[src/design/pcee_pkg.sv]
`timescale 1ns / 1ps
// ============================================================================
// pcee_pkg
// Shared types and constants for the palette color entry encoder.
// ============================================================================
package pcee_pkg;

    // Table sizes
    localparam int TRUECOLOR_ENTRIES = 16;
    localparam int PALETTE_ENTRIES   = 256;
    localparam int SMALL_PALETTE     = 16;

    // Entry limits at the width of a zero-extended index
    localparam logic [12:0] TC_LIMIT    = 13'(TRUECOLOR_ENTRIES);
    localparam logic [12:0] PAL8_LIMIT  = 13'(PALETTE_ENTRIES);
    localparam logic [12:0] PAL4_LIMIT  = 13'(SMALL_PALETTE);

    // Luminance weights (sum to 65536)
    localparam logic [31:0] LUMA_R = 32'd19595;
    localparam logic [31:0] LUMA_G = 32'd38470;
    localparam logic [31:0] LUMA_B = 32'd7471;

    // Palette flag bits
    localparam logic [15:0] INTENSITY_BIT = 16'h0001;
    localparam logic [15:0] DEPTH8_FLAG   = 16'h1000;

    // Configuration register indexes
    localparam logic [1:0] REG_DEPTH_MODE     = 2'd0;
    localparam logic [1:0] REG_INVERT_COLORS  = 2'd1;
    localparam logic [1:0] REG_GRAYSCALE_MODE = 2'd2;

    // Table selects
    localparam logic TABLE_TRUECOLOR = 1'b0;
    localparam logic TABLE_PALETTE   = 1'b1;

    // Write status
    localparam logic STATUS_OK     = 1'b0;
    localparam logic STATUS_REJECT = 1'b1;

    typedef enum logic [1:0] {
        DEPTH_4BPP  = 2'd0,
        DEPTH_8BPP  = 2'd1,
        DEPTH_16BPP = 2'd2
    } depth_t;

    typedef struct packed {
        depth_t depth_mode;
        logic   invert_colors;
        logic   grayscale_mode;
    } cfg_t;

    typedef struct packed {
        logic        status;
        logic        target_table;
        logic [7:0]  slot;
        logic [15:0] entry_word;
    } result_t;

endpackage

[src/design/pcee_color_xform.sv]
`timescale 1ns / 1ps
// ============================================================================
// pcee_color_xform
// Optional channel inversion followed by optional weighted grayscale.
// ============================================================================
module pcee_color_xform
    import pcee_pkg::*;
(
    input  cfg_t        cfg,
    input  logic [15:0] red_in,
    input  logic [15:0] green_in,
    input  logic [15:0] blue_in,
    output logic [15:0] red_out,
    output logic [15:0] green_out,
    output logic [15:0] blue_out
);

    logic [15:0] red_inv;
    logic [15:0] green_inv;
    logic [15:0] blue_inv;
    logic [31:0] luma_sum;
    logic [15:0] luma;

    // Invert: 0xffff minus a level is its complement
    assign red_inv   = cfg.invert_colors ? ~red_in   : red_in;
    assign green_inv = cfg.invert_colors ? ~green_in : green_in;
    assign blue_inv  = cfg.invert_colors ? ~blue_in  : blue_in;

    // Weighted luminance; weights sum to 2^16 so the sum fits 32 bits
    assign luma_sum = (32'(red_inv) * LUMA_R) + (32'(green_inv) * LUMA_G)
                    + (32'(blue_inv) * LUMA_B);
    assign luma     = luma_sum[31:16];

    // Select grayscale or color
    assign red_out   = cfg.grayscale_mode ? luma : red_inv;
    assign green_out = cfg.grayscale_mode ? luma : green_inv;
    assign blue_out  = cfg.grayscale_mode ? luma : blue_inv;

endmodule

[src/design/pcee_entry_pack.sv]
`timescale 1ns / 1ps
// ============================================================================
// pcee_entry_pack
// Range check of the entry index and RGB565 packing for the target table.
// ============================================================================
module pcee_entry_pack
    import pcee_pkg::*;
(
    input  cfg_t        cfg,
    input  logic [11:0] entry_index,
    input  logic [15:0] red,
    input  logic [15:0] green,
    input  logic [15:0] blue,
    output result_t     result
);

    logic [12:0] index_ext;
    logic [15:0] word565;
    logic [15:0] pal_word;

    assign index_ext = {1'b0, entry_index};

    // Take the top 5/6/5 bits of each channel
    assign word565 = {red[15:11], green[15:10], blue[15:11]};

    // Palette word: intensity bit, depth flag on entry zero at 8 bpp
    always_comb
    begin
        pal_word = word565 | INTENSITY_BIT;
        if (entry_index == 12'd0 && cfg.depth_mode == DEPTH_8BPP)
        begin
            pal_word = pal_word | DEPTH8_FLAG;
        end
    end

    // Decode depth and reject out-of-range indexes
    always_comb
    begin
        result = '{status: STATUS_REJECT, target_table: TABLE_TRUECOLOR,
                   slot: 8'd0, entry_word: 16'd0};
        unique case (cfg.depth_mode)
            DEPTH_16BPP:
            begin
                if (index_ext < TC_LIMIT)
                begin
                    result.status       = STATUS_OK;
                    result.target_table = TABLE_TRUECOLOR;
                    result.slot         = entry_index[7:0];
                    result.entry_word   = word565;
                end
            end
            DEPTH_8BPP:
            begin
                if (index_ext < PAL8_LIMIT)
                begin
                    result.status       = STATUS_OK;
                    result.target_table = TABLE_PALETTE;
                    result.slot         = entry_index[7:0];
                    result.entry_word   = pal_word;
                end
            end
            DEPTH_4BPP:
            begin
                if (index_ext < PAL4_LIMIT)
                begin
                    result.status       = STATUS_OK;
                    result.target_table = TABLE_PALETTE;
                    result.slot         = entry_index[7:0];
                    result.entry_word   = pal_word;
                end
            end
            default:
            begin
                result.status = STATUS_REJECT;
            end
        endcase
    end

endmodule

[src/design/palette_color_entry_encoder_unit.sv]
`timescale 1ns / 1ps
// ============================================================================
// palette_color_entry_encoder_unit
// Color-map write encoder: index plus 16-bit RGB in, packed table entry out.
// ============================================================================
// Each request goes into the input register; inversion, grayscale, range
// check and RGB565 packing then run in one combinational pass into the
// result register. A new request is accepted every cycle while results are
// taken; the result register and the input register let one request wait
// while the next is taken in. The grayscale path (three constant multiplies
// and their sum) sets the cycle time. Configuration registers are written
// through cfg_write/cfg_index/cfg_data and must only change while no
// request is in flight.
module palette_color_entry_encoder_unit
    import pcee_pkg::*;
(
    input  logic        clk,
    input  logic        rst_n,
    // Configuration
    input  logic        cfg_write,
    input  logic [1:0]  cfg_index,
    input  logic [1:0]  cfg_data,
    // Request channel
    input  logic        in_valid,
    output logic        in_stall,
    input  logic [11:0] entry_index,
    input  logic [15:0] red_level,
    input  logic [15:0] green_level,
    input  logic [15:0] blue_level,
    // Result channel
    output logic        out_valid,
    input  logic        out_stall,
    output logic        status,
    output logic        target_table,
    output logic [7:0]  slot,
    output logic [15:0] entry_word
);

    cfg_t        cfg_reg;
    logic        in_valid_reg;
    logic [11:0] index_reg;
    logic [15:0] red_reg;
    logic [15:0] green_reg;
    logic [15:0] blue_reg;
    logic        out_valid_reg;
    result_t     result_reg;
    result_t     result_next;
    logic [15:0] red_x;
    logic [15:0] green_x;
    logic [15:0] blue_x;
    logic        out_advance;
    logic        in_advance;

    // Configuration registers
    always_ff @(posedge clk or negedge rst_n)
    begin
        if (!rst_n)
        begin
            cfg_reg.depth_mode     <= DEPTH_16BPP;
            cfg_reg.invert_colors  <= 1'b0;
            cfg_reg.grayscale_mode <= 1'b0;
        end
        else if (cfg_write)
        begin
            case (cfg_index)
                REG_DEPTH_MODE:     cfg_reg.depth_mode     <= depth_t'(cfg_data);
                REG_INVERT_COLORS:  cfg_reg.invert_colors  <= cfg_data[0];
                REG_GRAYSCALE_MODE: cfg_reg.grayscale_mode <= cfg_data[0];
                default:            cfg_reg <= cfg_reg;
            endcase
        end
    end

    // Advance the result stage when it is empty or being taken
    assign out_advance = !out_valid_reg || !out_stall;
    assign in_advance  = !in_valid_reg || out_advance;
    assign in_stall    = !in_advance;

    // Input register
    always_ff @(posedge clk or negedge rst_n)
    begin
        if (!rst_n)
        begin
            in_valid_reg <= 1'b0;
        end
        else if (in_advance)
        begin
            in_valid_reg <= in_valid;
        end
    end

    always_ff @(posedge clk)
    begin
        if (in_advance && in_valid)
        begin
            index_reg <= entry_index;
            red_reg   <= red_level;
            green_reg <= green_level;
            blue_reg  <= blue_level;
        end
    end

    pcee_color_xform u_xform (
        .cfg       (cfg_reg),
        .red_in    (red_reg),
        .green_in  (green_reg),
        .blue_in   (blue_reg),
        .red_out   (red_x),
        .green_out (green_x),
        .blue_out  (blue_x)
    );

    pcee_entry_pack u_pack (
        .cfg         (cfg_reg),
        .entry_index (index_reg),
        .red         (red_x),
        .green       (green_x),
        .blue        (blue_x),
        .result      (result_next)
    );

    // Result register
    always_ff @(posedge clk or negedge rst_n)
    begin
        if (!rst_n)
        begin
            out_valid_reg <= 1'b0;
        end
        else if (out_advance)
        begin
            out_valid_reg <= in_valid_reg;
        end
    end

    always_ff @(posedge clk)
    begin
        if (out_advance && in_valid_reg)
        begin
            result_reg <= result_next;
        end
    end

    assign out_valid    = out_valid_reg;
    assign status       = result_reg.status;
    assign target_table = result_reg.target_table;
    assign slot         = result_reg.slot;
    assign entry_word   = result_reg.entry_word;

`ifndef NO_ASSERTIONS
    // A stall only arises with both stages full and the result held
    a_stall_cause: assert property (@(posedge clk) disable iff (!rst_n)
        in_stall |-> (in_valid_reg && out_valid_reg && out_stall))
        else $error("input stalled without a full pipeline");

    // An accepted request lands in the input register
    a_accept_lands: assert property (@(posedge clk) disable iff (!rst_n)
        (in_valid && !in_stall) |=> in_valid_reg)
        else $error("accepted request lost");

    // A rejected write carries no table, slot or word
    a_reject_clean: assert property (@(posedge clk) disable iff (!rst_n)
        (out_valid && status == STATUS_REJECT) |->
            (target_table == TABLE_TRUECOLOR && slot == 8'd0 && entry_word == 16'd0))
        else $error("rejected write has nonzero fields");

    // Hardware palette words always carry the intensity bit
    a_palette_intensity: assert property (@(posedge clk) disable iff (!rst_n)
        (out_valid && status == STATUS_OK && target_table == TABLE_PALETTE) |->
            entry_word[0])
        else $error("palette word missing intensity bit");

    // True-color slots stay inside the pseudo-palette
    a_truecolor_range: assert property (@(posedge clk) disable iff (!rst_n)
        (out_valid && status == STATUS_OK && target_table == TABLE_TRUECOLOR) |->
            ({5'd0, slot} < TC_LIMIT))
        else $error("true-color slot out of range");
`endif

endmodule

[config.mk]
export PLATFORM = sky130hd
export DESIGN_NAME = palette_color_entry_encoder_unit
export DESIGN_NICKNAME = d
export VERILOG_FILES = /design/src/design/pcee_pkg.sv /design/src/design/pcee_color_xform.sv /design/src/design/pcee_entry_pack.sv /design/src/design/palette_color_entry_encoder_unit.sv
export SDC_FILE = /design/constraint.sdc
export NUM_CORES = 1
export LEC_CHECK = 0
export ABC_CLOCK_PERIOD_IN_PS = 8400
export BUFFER_PORTS_ARGS = -buffer_cell sky130_fd_sc_hd__buf_2
export CORE_MARGIN = 4
export CORE_UTILIZATION = 58
export DETAILED_ROUTE_END_ITERATION = 7
export PLACE_DENSITY = 0.81
export RECOVER_POWER = 25
export SLEW_MARGIN = 40
export SYNTH_ARGS = -nofsm -noshare
export SYNTH_HDL_FRONTEND = slang
export SYNTH_SLANG_ARGS = --single-unit
[constraint.sdc]
create_clock -name clk -period 8.4 [get_ports clk]
set_clock_uncertainty 0.15 [all_clocks]
set_input_delay 0.84 -clock clk [delete_from_list [all_inputs] [get_ports clk]]
set_output_delay 0.84 -clock clk [all_outputs]
set_load 0.05 [all_outputs]
==> results of run 1 <==
==> worst max path at each step <==
stage	startpoint	endpoint	slack [ns]	cells past startpoint
finish	cfg_reg[1]	entry_word[10]	0.07	31
detailed placement	cfg_reg[1]	entry_word[10]	-0.25	30
global route	cfg_reg[1]	entry_word[10]	-0.25	32
global placement	cfg_reg[1]	entry_word[10]	-0.04	30
CTS	cfg_reg[1]	entry_word[10]	0.0007	32
floorplan	cfg_reg[1]	entry_word[10]	0.02	35
==> repair_timing <==
item                       CTS  global route
resized for setup           17            91
setup endpoints to repair   14            16
pin swaps                    5            41
hold endpoints to repair     0             0
cloned                       0             1
setup buffers                2            22
==> cells by family after synthesis <==
logic type,after synthesis,synth area share (%)
AOI/OAI and AO/OA,131,5.65
DFF,92,16.7
muxes,7,0.488
and+or+nand+nor,170,5.14
buffers and inverters,467,10.9
adders and majority gates,568,55.4
xor gates and xnor gates,108,5.77
==> Yosys cell counts (2+ instances only) <==
| library cell | instances | area, sq um |
|---|---|---|
| dfrtp_1 | 5 | 125 |
| mux2i_1 | 2 | 20.0 |
| a211o_1 | 3 | 26.3 |
| a31oi_2 | 2 | 25.0 |
| nand4_1 | 2 | 12.5 |
| or2_2 | 3 | 18.8 |
| or3_1 | 6 | 37.5 |
| a21oi_1 | 34 | 170 |
| o21a_1 | 8 | 60.1 |
| and3_1 | 9 | 56.3 |
| a2111oi_2 | 3 | 45.0 |
| fa_1 | 263 | 5270 |
| nor2_1 | 59 | 221 |
| nor4_1 | 3 | 18.8 |
| mux2_2 | 4 | 45.0 |
| nand3_1 | 16 | 80.1 |
| nand2_1 | 26 | 97.6 |
| xor2_1 | 74 | 648 |
| a31oi_1 | 6 | 37.5 |
| buf_6 | 3 | 33.8 |
| o311ai_1 | 5 | 43.8 |
| a221o_1 | 2 | 20.0 |
| ha_1 | 305 | 3820 |
| clkbuf_1 | 15 | 56.3 |
| buf_1 | 3 | 11.3 |
| o21ai_0 | 17 | 85.1 |
| nand2b_1 | 4 | 25.0 |
| inv_1 | 443 | 1660 |
| and2_1 | 15 | 93.8 |
| nand4b_1 | 3 | 26.3 |
| a21o_1 | 10 | 75.1 |
| o21bai_1 | 4 | 30.0 |
| edfxtp_1 | 86 | 2580 |
| nor3_1 | 12 | 60.1 |
| or4_1 | 2 | 15.0 |
| o211ai_1 | 6 | 45.0 |
| xnor2_1 | 34 | 298 |
| a211oi_1 | 8 | 60.1 |
| nor2b_1 | 3 | 18.8 |
| o21ai_1 | 7 | 35.0 |
==> final cells by class <==
cell class | instances | area [sq um]
multi-input combinational | 984 | 12600
fill | 1942 | 8830
sequential | 92 | 2740
inverter | 444 | 1670
timing repair buffer | 184 | 1250
tap | 378 | 473
clock buffer | 9 | 225
clock inverter | 7 | 86.3
==> worst max-delay path, delay by kind of cell, from the launching register on <==
family,cells,cell delay (ns)
buf+inv,5,0.60
xor+xnor,2,0.52
flops,1,0.54
simple gates,8,1.15
mux,1,0.29
fa+ha+maj,9,3.25
compound gates,6,1.53
==> per-layer routing <==
metal | GRT usage [%] | routed length, um
met1 | 32.9 | 15300
met2 | 44.8 | 19800
met3 | 5.82 | 2480
met4 | 9.16 | 1600
met5 | 0 | 13
==> per-stage QoR <==
step	utilization (%)	TNS [ns]	cell area (sq um)	instances
floorplan	-	0	16500	1543
CTS	65.6	0	18300	2074
finish	68.3	0	19000	2098
global route	68.3	-1.99	19000	2098
detailed placement	64.0	-1.54	17800	2056
global placement	64.0	-0.0356	17800	2056
==> reports/metrics.cfg, run 1 <==
[place]
port_buffers = 96
routabilityCongestion = 0.968
place_hpwl_mm = 32.4
post-place-ws_ns = -0.247

[drt]
vias_per_cell = 5.45
drt_pre_antenna_iters = 5
wirelength_mm = 39.2
ant_nets = 0
vias = 11400
drc_errors = 0
wire_per_inst_um = 18.7
drt_iter0_drc = 622

[timing]
period_share_pct = 99.1
worst_pin_slew_ns = 0.721
fin_ws_ns = 0.0748
rsz0062_at_grt = true
max_slew_margin_pct = 51.9
maxSlewViolCount = 0
hold_slack_ns = 0.203
setup_viol = 0
fmax_ghz = 0.120
min_period_ns = 8.33
finalHoldViolCount = 0

[synth]
ys_seq_elements = 92
yosysWarnings = 0
synth_cell_types = 68
syn_area_per_cell_sq_um = 10.6
async_flop_share_pct = 6.52
syn_nets = 2180
synth_flop_cell = edfxtp_1
synth_cells = 1543
synth-edff-count = 86
ys_seq_area_share_pct = 16.7
synthesis.area_sq_um = 16400

[clocking]
clockRootBuffer = clkbuf_16
clockBufferDepth = 2
cts_tree = built
htreeDepth = 3
clkSinkCount = 92
numCtsBuffers = 9
clock_latency_ns = 0.39
cts_hold_buf = 0
clk_pin_slew_ns = 0.08

[critical_path]
rr_startpoint = cfg_reg[1]
crit_slowest_cell = dfrtp_4
start_kind = flip-flop
cpPeakStageDelay_ns = 0.54
crit_type = flip-flop to flip-flop
reg2reg_slack_ns = 0.07
crit_fanout = 7
cp.arrival_ns = 8.27
endpoint_kind = flip-flop
required_ns = 8.35
timing.rr.end = entry_word[10]
reg2regPathDepth = 31

[global_routing]
antenna_found_initial = 1
grt_max_degree = 61
grt_pass1_vias = 12700
grt.total_usage_pct = 26.2
grt_pass1_wl_mm = 63.0
grt_overflow = 0

[die]
num_rows = 61
die_area_sq_um = 31000
ios = 97
initial_core_util_pct = 58.8
die_width_um = 176
core-area_sq_um = 27900
die_h_um = 176

[layout]
final_common_cell = inv_1
antenna_cells = 0
drive_gt1_share_pct = 17.5
final_cell_mix = inv_1, ha_1, fa_1
fin_nets = 2352
syn_to_final_growth_pct = 16.1

[min_path]
hp-class = input pin to asynchronous set/reset pin

[outcome]
status = finished, final reports clean

[job]
maxCapViolations = 0

Power of run 1 is left out: the tool's default activity adds up to more than one toggle a clock period on the data nets, which glitch-free logic cannot reach.
==> run 2: changes to the inputs <==
- PLACE_DENSITY: 0.81 -> 0.8
==> run 2 against run 1 <==
Clock-buffer cell count is the same. Cell count rose by 0.33%. Setup slack worse by 0.026 ns. Non-clock buffer count is 7 higher. Die area did not move. Design area up 0.78%. Highest routed layer is now met4.
==> reports/metrics.cfg, run 2 (synthesized netlist as in run 1, its figures left out) <==
[outcome]
status = finished, final reports clean

[clocking]
cts_hold_buf = 0  ; unchanged
clockRootBuffer = clkbuf_16
clockBufferDepth = 2  ; unchanged
clkSinkCount = 92  ; unchanged
numCtsBuffers = 9  ; unchanged
clock_latency_ns = 0.39  ; about the same
htreeDepth = 3  ; unchanged
cts_tree = built
clk_pin_slew_ns = 0.08  ; about the same

[global_routing]
grt.total_usage_pct = 25.5  ; -0.68 points
grt_pass1_wl_mm = 61.9  ; -1.9%
antenna_found_initial = 0  ; -1
grt_max_degree = 61  ; unchanged
grt_overflow = 0  ; unchanged
grt_pass1_vias = 12400  ; -2.0%

[timing]
max_slew_margin_pct = 46.2  ; -5.8 points
finalHoldViolCount = 0  ; unchanged
worst_pin_slew_ns = 0.808  ; +0.0863 ns
rsz0062_at_grt = true
maxSlewViolCount = 0  ; unchanged
min_period_ns = 8.35  ; +0.0258 ns
hold_slack_ns = 0.205  ; +0.00130 ns
setup_viol = 0  ; unchanged
fmax_ghz = 0.120  ; -0.31%
period_share_pct = 99.4  ; +0.31 points

[layout]
final_cell_mix = inv_1, ha_1, fa_1
fin_nets = 2359  ; +0.30%
syn_to_final_growth_pct = 17.0
antenna_cells = 0  ; unchanged
final_common_cell = inv_1
drive_gt1_share_pct = 18.0  ; +0.51 points

[critical_path]
cp.arrival_ns = 8.37  ; +0.10 ns
endpoint_kind = flip-flop
crit_type = flip-flop to flip-flop
start_kind = flip-flop
reg2reg_slack_ns = 0.05  ; -0.03 ns
crit_slowest_cell = dfrtp_4
cpPeakStageDelay_ns = 0.54  ; about the same
crit_fanout = 7  ; unchanged
required_ns = 8.42  ; +0.07 ns

[drt]
wirelength_mm = 39.5  ; +0.62%
vias_per_cell = 5.43  ; -0.29%
drt_iter0_drc = 600  ; -3.5%
drc_errors = 0  ; unchanged
drt_pre_antenna_iters = 7  ; +2
ant_nets = 0  ; unchanged
wire_per_inst_um = 18.7  ; +0.29%
vias = 11400  ; +0.044%

[die]
core-area_sq_um = 27900  ; unchanged
initial_core_util_pct = 58.8  ; unchanged
ios = 97  ; unchanged
num_rows = 61  ; unchanged
die_width_um = 176  ; unchanged
die_h_um = 176  ; unchanged
die_area_sq_um = 31000  ; unchanged

[job]
maxCapViolations = 0  ; unchanged

[place]
place_hpwl_mm = 31.4  ; -3.2%
routabilityCongestion = 0.948  ; -2.1%
port_buffers = 96  ; unchanged

[min_path]
hp-class = input pin to asynchronous set/reset pin

## run 2: cell types whose count changed in the layout (fill, tap and decap cells not counted), sizes merged
| cell | before | now |
|---|---|---|
| buf | 182 | 190 |
| inv | 449 | 447 |
| clkinv | 0 | 3 |
| clkbuf | 11 | 10 |
| bufinv | 1 | 0 |
## run 2: final timing paths
| kind | startpoint | endpoint | cells past startpoint |
|---|---|---|---|
| worst min register to register | in_valid_reg | out_valid | 1 |
| worst min-delay path | rst_n | cfg_reg[1] | 1 |
| min in group clk | in_valid_reg | out_valid | 1 |
| worst max-delay path | cfg_reg[1] | entry_word[3] | 32 |
| max in group asynchronous | rst_n | cfg_reg[3] | 1 |
| worst max register to register | cfg_reg[1] | entry_word[3] | 32 |
## run 2: layer usage
| metal | global-route usage [%] | share of wire (%) |
|---|---|---|
| met5 | 0 | 0 |
| met4 | 8.77 | 3.4 |
| met1 | 32.9 | 40 |
| met3 | 4.24 | 5.5 |
| met2 | 43.9 | 51 |
## run 2: per-stage QoR
step / instances / setup TNS (ns) / setup WS [ns] / instance area [sq um] / utilization (%)
after floorplan: 1543 / 0 / 0.0219 / 16500 / -
after global placement: 2053 / 0 / 0.0628 / 17800 / 64.0
after detailed placement: 2053 / -0.391 / -0.147 / 17800 / 64.0
after CTS: 2084 / 0 / 0.00636 / 18500 / 66.3
after global routing: 2105 / -1.68 / -0.218 / 19200 / 68.8
final: 2105 / 0 / 0.0490 / 19200 / 68.8
## run 2: what timing repair did
item / in CTS / in global routing
resized for setup: 29 / 73
buffers inserted: 15 / 21
endpoints found under the setup margin: 8 / 15
pin swaps: 12 / 43
## run 2: worst max-delay path, delay by kind of cell, from the launching register on
| family | cells | cell delay, ns |
|---|---|---|
| compound gates | 9 | 1.50 |
| xor+xnor | 2 | 0.37 |
| fa+ha+maj | 9 | 3.25 |
| buf+inv | 8 | 0.95 |
| flops | 1 | 0.54 |
| mux | 1 | 0.35 |
| simple gates | 3 | 1.04 |
## run 2: cell type report
class | instances | area, sq um
Multi-Input combinational cell | 984 | 12700
Fill cell | 1937 | 8680
Sequential cell | 92 | 2740
Inverter | 444 | 1670
Timing Repair Buffer | 191 | 1310
Tap cell | 378 | 473
Clock buffer | 9 | 225
Clock inverter | 7 | 80.1
Power of run 2 is left out for the same reason.
